File: config.mk
export PLATFORM = sky130hd
export DESIGN_NAME = scfs_front
export DESIGN_NICKNAME = d
export VERILOG_FILES = /design/src/rtl/scfs_pkg.sv /design/src/rtl/scfs_front.sv
export SDC_FILE = /design/constraint.sdc
export NUM_CORES = 1
export LEC_CHECK = 0
export BUFFER_PORTS_ARGS = -buffer_cell sky130_fd_sc_hd__clkbuf_2
export CORE_ASPECT_RATIO = 1.25
export CORE_MARGIN = 2
export CORE_UTILIZATION = 30
export CTS_CLUSTER_DIAMETER = 60
export CTS_CLUSTER_SIZE = 30
export DETAILED_ROUTE_END_ITERATION = 12
export HOLD_SLACK_MARGIN = 0.1
export PLACE_DENSITY_LB_ADDON = 0.2
export REMOVE_ABC_BUFFERS = 1
export SETUP_SLACK_MARGIN = 0.4
export SYNTH_ARGS = -nofsm -noshare
export SYNTH_HDL_FRONTEND = slang
export SYNTH_SLANG_ARGS = --single-unit
export TNS_END_PERCENT = 5
File: constraint.sdc
create_clock -name i_clk -period 24.4 [get_ports i_clk]
set_input_delay 0 -clock i_clk [delete_from_list [all_inputs] [get_ports i_clk]]
set_output_delay 0 -clock i_clk [all_outputs]
set_load 0.05 [all_outputs]
File: src/rtl/scfs_pkg.sv
package scfs_pkg;

    localparam int unsigned CFG_IDX_W = 2;

    localparam logic [CFG_IDX_W-1:0] CFG_OVERLAP = 2'd0;
    localparam logic [CFG_IDX_W-1:0] CFG_EYE_SEP = 2'd1;
    localparam logic [CFG_IDX_W-1:0] CFG_ASPECT  = 2'd2;

    localparam logic signed [31:0] ASPECT_RESET = 32'sd65536;
    localparam logic signed [31:0] SAT_MAX      = 32'sh7FFF_FFFF;
    localparam logic signed [31:0] SAT_MIN      = 32'sh8000_0000;

    typedef struct packed {
        logic signed [31:0] target_x;
        logic signed [31:0] target_y;
        logic signed [31:0] target_z;
        logic signed [31:0] eye_x;
        logic signed [31:0] eye_y;
        logic signed [31:0] eye_z;
        logic signed [31:0] up_x;
        logic signed [31:0] up_y;
        logic signed [31:0] up_z;
        logic signed [31:0] near_plane;
        logic signed [31:0] far_plane;
        logic signed [31:0] frustum_extent;
    } t_in;

    typedef struct packed {
        logic               eye_select;
        logic signed [31:0] shifted_eye_x;
        logic signed [31:0] shifted_eye_y;
        logic signed [31:0] shifted_eye_z;
        logic signed [31:0] shifted_target_x;
        logic signed [31:0] shifted_target_y;
        logic signed [31:0] shifted_target_z;
        logic signed [31:0] proj_m00;
        logic signed [31:0] proj_m02;
        logic signed [31:0] proj_m11;
        logic signed [31:0] proj_m22;
        logic signed [31:0] proj_m23;
    } t_out;

    // Request as queued for the back end, with the view vector and the plane
    // sum and difference already formed.
    typedef struct packed {
        t_in                item;
        logic signed [32:0] view_x;
        logic signed [32:0] view_y;
        logic signed [32:0] view_z;
        logic signed [32:0] plane_sum;
        logic signed [32:0] plane_diff;
    } t_job;

    typedef struct packed {
        logic        start;
        logic        long_div;
        logic [63:0] num;
        logic [63:0] den;
    } t_div_req;

    typedef struct packed {
        logic        done;
        logic        ovf;
        logic [31:0] quot;
    } t_div_rsp;

    typedef enum logic [3:0] {
        ST_IDLE,
        ST_PREP,
        ST_SQ,
        ST_SQRT_GO,
        ST_SQRT_WAIT,
        ST_NDIV_GO,
        ST_NDIV_WAIT,
        ST_CROSS,
        ST_OFFS,
        ST_MUL,
        ST_PDIV_GO,
        ST_PDIV_WAIT,
        ST_EMIT_L,
        ST_EMIT_R
    } t_state;

endpackage

File: src/rtl/scfs_front.sv
module scfs_front
    import scfs_pkg::*;
(
    input  logic i_clk,
    input  logic i_rst_n,
    input  logic i_in_valid,
    output logic o_in_ready,
    input  t_in  i_in_data,
    output logic o_job_valid,
    output t_job o_job,
    input  logic i_pop
);

    t_job       r_mem [2];
    logic       r_wp;
    logic       r_rp;
    logic [1:0] r_cnt;
    t_job       n_job;
    logic       push;

    always_comb begin
        n_job            = '0;
        n_job.item       = i_in_data;
        n_job.view_x     = 33'(i_in_data.eye_x) - 33'(i_in_data.target_x);
        n_job.view_y     = 33'(i_in_data.eye_y) - 33'(i_in_data.target_y);
        n_job.view_z     = 33'(i_in_data.eye_z) - 33'(i_in_data.target_z);
        n_job.plane_sum  = 33'(i_in_data.near_plane) + 33'(i_in_data.far_plane);
        n_job.plane_diff = 33'(i_in_data.near_plane) - 33'(i_in_data.far_plane);
    end

    assign o_in_ready  = (r_cnt != 2'd2);
    assign push        = i_in_valid && o_in_ready;
    assign o_job_valid = (r_cnt != 2'd0);
    assign o_job       = r_mem[r_rp];

    always_ff @(posedge i_clk) begin
        if (push) begin
            r_mem[r_wp] <= n_job;
        end
    end

    always_ff @(posedge i_clk) begin
        if (!i_rst_n) begin
            r_wp  <= 1'b0;
            r_rp  <= 1'b0;
            r_cnt <= 2'd0;
        end else begin
            if (push) begin
                r_wp <= ~r_wp;
            end
            if (i_pop) begin
                r_rp <= ~r_rp;
            end
            r_cnt <= r_cnt + 2'(push) - 2'(i_pop);
        end
    end

endmodule

==> qor.csv <==
stage,metric,value,unit
clocking,ctsHoldBuffers,744,
floorplanning,dieArea,0.162,mm2
placement,placed_area,0.0547,mm2
detailed_routing,dr.pass1.iters,5,
critical_path,crit_buf_inv,5,
yosys,yosys.area_share.simple,2.83,%
run,drv_cap,0,
timing,worst_slew_pin_slew,1120,ps
power,switching_share,36.1,%
timing,period_needed,5120,ps
power,p_total,0.00584,W
clocking,ctsResizeCount,0,
detailed_routing,num_vias,30960,
final_layout,area_growth,38.1,%
floorplanning,initial_utilization,30.2,%
yosys,synth_top_family_by_area,multiplexers,
yosys,synth_mux_area_share,13.0,%
yosys,synth_seq_area_share,69.4,%
power,p_int,0.00373,W
critical_path,required,24400,ps
timing,rsz0062_at_grt,no,
yosys,synthCells,2906,
timing,fmax,195,MHz
critical_path,max_stage_delay,800,ps
detailed_routing,wl_per_cell,21.4,um
critical_path,critPathKind,reg -> out,
yosys,synth-adder-area-share,4.47,%
global_routing,grt_antenna_before_repair,22,
clocking,cts_buffers,98,
yosys,synth_xor_area_share,2.67,%
critical_path,crit_chain,buf_4 > buf_4 > buf_4 > buf_4 > mux2_2 > clkbuf_2,
timing,final_max_slew_viol_count,0,
detailed_routing,via_per_inst,4.57,
global_routing,grt_max_degree,147,
final_layout,layout.cells.non_filler,6777,
global_routing,grt_pass1_wl,212,mm
detailed_routing,drc,0,
timing,setup_viol,0,
final_layout,fin_area,0.0657,mm2
timing,finalHoldViolations,0,
final_layout,drive_above_1_share,36.3,%
yosys,synth_cell_type_count,74,
yosys,ys_ff_latch,1101,
power,power_switching,0.00211,W
clocking,postCtsSetupRepairBufs,0,
clocking,cts_buffer_depth,3,
global_routing,grt_usage,17.5,%
yosys,synth_compound_area_share,5.38,%
power,power.leakage,25.3,nW
detailed_routing,drt-total-wl,145,mm
clocking,cts_tree,done,
floorplanning,io_pins,939,
yosys,avgSynthCellArea,16.4,um2
clocking,clock_sinks,1101,
clocking,clock_latency,710,ps
timing,skew,23.8,ps
global_routing,grt_remaining_overflow,0,
yosys,synth_edf_count,1096,
yosys,async_flop_share,0,%
critical_path,crit_slowest_cell,buf_4,
power,combinationalPowerShare,29.2,%
clocking,cts_htree_levels,3,
yosys,netlist_area,0.0475,mm2
critical_path,critPathCaptureType,primary output,
placement,portBuffers,938,
clocking,clk_pin_slew,70,ps
detailed_routing,drt_iter0_markers,1987,
placement,dpl_worst_slack,19770,ps
floorplanning,fp.dieW,360,um
global_routing,grt_pass1_vias,32680,
placement,hpwl,104,mm
critical_path,crit_family,buffers and inverters,
timing,fin_ws,19280,ps
placement,place_congestion,0.826,
floorplanning,design.core.area,0.158,mm2
timing,period_share,21.0,%
power,p_clk_share,28.3,%
critical_path,start_kind,flop,
power,power.share.sequential,42.5,%
placement,dp_cells,5838,
run_status,status,finished clean,
critical_path,critPathMostFrequentCell,buf_4,
final_layout,fillCellCount,14886,
power,ir_drop,0.0656,mV
critical_path,cp.arrival,5120,ps
power,power_density,88.9,mW/mm2
yosys,synth-main-ff-cell,edfxtp_1,
clocking,root_buffer,clkbuf_16,
yosys,yosysWarnings,0,
critical_path,critPathMaxFanout,60,
floorplanning,die_h,449,um
floorplanning,num_rows,163,
final_layout,fin_nets,5175,
detailed_routing,antenna_left,0,
timing,relSlewSlack,25.6,%
min_path,hold_path_class,in -> reg,
[routing by layer]
| metal | track usage [%] | share of wire, % | wire length [um] | vias to the layer above |
|---|---|---|---|---|
| met4 | 6.22 | 3.4 | 4960 | 20 |
| met5 | 0 | 0.076 | 110 | - |
| met2 | 29.9 | 49 | 70700 | 966 |
| met1 | 19.9 | 39 | 56200 | 15241 |
| met3 | 6.66 | 9.2 | 13300 | 222 |
| li1 | - | - | - | 14511 |
[final timing paths]
kind	startpoint	to	slack, ps	cells after the start
min reg2reg	r_rp	flop	570	2
min	i_in_data[372]	r_mem[0][537]	140	2
max	flop	o_job[448]	19280	6
max reg2reg	r_cnt[0]	r_mem[1][285]	19920	5
[worst register-to-register path, stage by stage, from the launching register on]
cell and delay, ps:
dfxtp_1 350, nand2b_1 160, and3_4 800, buf_4 890, buf_4 940, buf_4 900
[per-stage QoR]
stage | util (%) | hold WS, ps | setup TNS [ps]
finish | 41.7 | 141 | 0
global route | 41.6 | 101 | 0
CTS | 41.6 | 102 | 0
detailed placement | 34.7 | 192 | 0
global placement | 34.7 | 189 | 0
floorplan | - | 98.9 | -397270
[synthesized netlist by cell type (4+ instances only)]
| master | n | area [um2] |
|---|---|---|
| or3_1 | 9 | 56.3 |
| nor3_1 | 23 | 115 |
| o21a_1 | 18 | 135 |
| nand2b_1 | 22 | 138 |
| nor2_1 | 78 | 293 |
| mux2_2 | 548 | 6170 |
| nor2b_1 | 19 | 119 |
| a21oi_1 | 136 | 681 |
| and3_1 | 10 | 62.6 |
| buf_1 | 4 | 15.0 |
| o21bai_1 | 22 | 165 |
| nand4_1 | 5 | 31.3 |
| o211ai_1 | 11 | 82.6 |
| fa_1 | 5 | 100 |
| or4_1 | 4 | 30.0 |
| o21ai_0 | 60 | 300 |
| edfxtp_1 | 1096 | 32900 |
| a31o_2 | 5 | 43.8 |
| dfxtp_1 | 5 | 100 |
| xnor2_1 | 105 | 920 |
| xor2_1 | 40 | 350 |
| o21ai_1 | 6 | 30.0 |
| nand2_1 | 55 | 206 |
| o31a_1 | 6 | 52.6 |
| nand3_1 | 21 | 105 |
| a31oi_1 | 10 | 62.6 |
| nor4_1 | 6 | 37.5 |
| inv_1 | 186 | 698 |
| a21o_1 | 53 | 398 |
| ha_1 | 162 | 2030 |
| a211oi_1 | 12 | 90.1 |
| and2_1 | 12 | 75.1 |
| a221o_1 | 4 | 40.0 |
| clkbuf_1 | 82 | 308 |
| a2111oi_0 | 4 | 35.0 |
| o31ai_1 | 6 | 45.0 |
| o41ai_1 | 5 | 43.8 |
[power by group through the flow]
stage	sequential [W]	combinational (W)	clock [W]
global placement	0.00252	0.00162	0
CTS	0.00248	0.00173	0.00171
finish	0.00248	0.00170	0.00165
global route	0.00250	0.00180	0.00178
floorplan	0.00275	0.00118	0
detailed placement	0.00252	0.00162	0
[cells in the final DEF (no fill, tap or decap), types with 18 or more instances in the layout]
| cell | n |
|---|---|
| mux2_2 | 548 |
| o21bai_1 | 22 |
| o21ai_0 | 60 |
| xor2_1 | 40 |
| nand2_1 | 55 |
| xnor2_1 | 105 |
| clkbuf_2 | 938 |
| inv_1 | 186 |
| nor2b_1 | 19 |
| dlygate4sd3_1 | 744 |
| a21o_1 | 53 |
| edfxtp_1 | 1096 |
| ha_1 | 162 |
| clkbuf_16 | 98 |
| nor3_1 | 23 |
| o21a_1 | 18 |
| nor2_1 | 77 |
| a21oi_1 | 136 |
| buf_4 | 20 |
| nand3_1 | 21 |
| nand2b_1 | 22 |
| clkinv_8 | 18 |
[cell families (layout without fill, tap and decap cells)]
family	after synthesis	count (layout)
and+or+nand+nor	274	274
muxes	548	548
adders and majority gates	167	167
xor gates and xnor gates	145	145
AOI/OAI and AO/OA	393	393
other	0	12
DFF	1101	1101
buffers and inverters	278	2075
[flip-flops by register name, indices dropped and copies added, names as in the netlist, named ones only]
signal / count
r_rp: 1
r_cnt: 2
r_wp: 1
r_mem: 1096
[final cells by class]
| class | instances | area [um2] | share of cell area, % |
|---|---|---|---|
| sequential | 1101 | 33000 | 50.3 |
| multi-input combinational | 1527 | 13500 | 20.5 |
| clock buffer | 103 | 2470 | 3.76 |
| timing repair buffer | 1706 | 12400 | 18.8 |
| inverter | 186 | 698 | 1.06 |
| clock inverter | 80 | 1020 | 1.55 |
| tap | 2062 | 2580 | 3.93 |
| antenna | 12 | 30.0 | 0.0457 |
(Power assumes the default switching activity.)
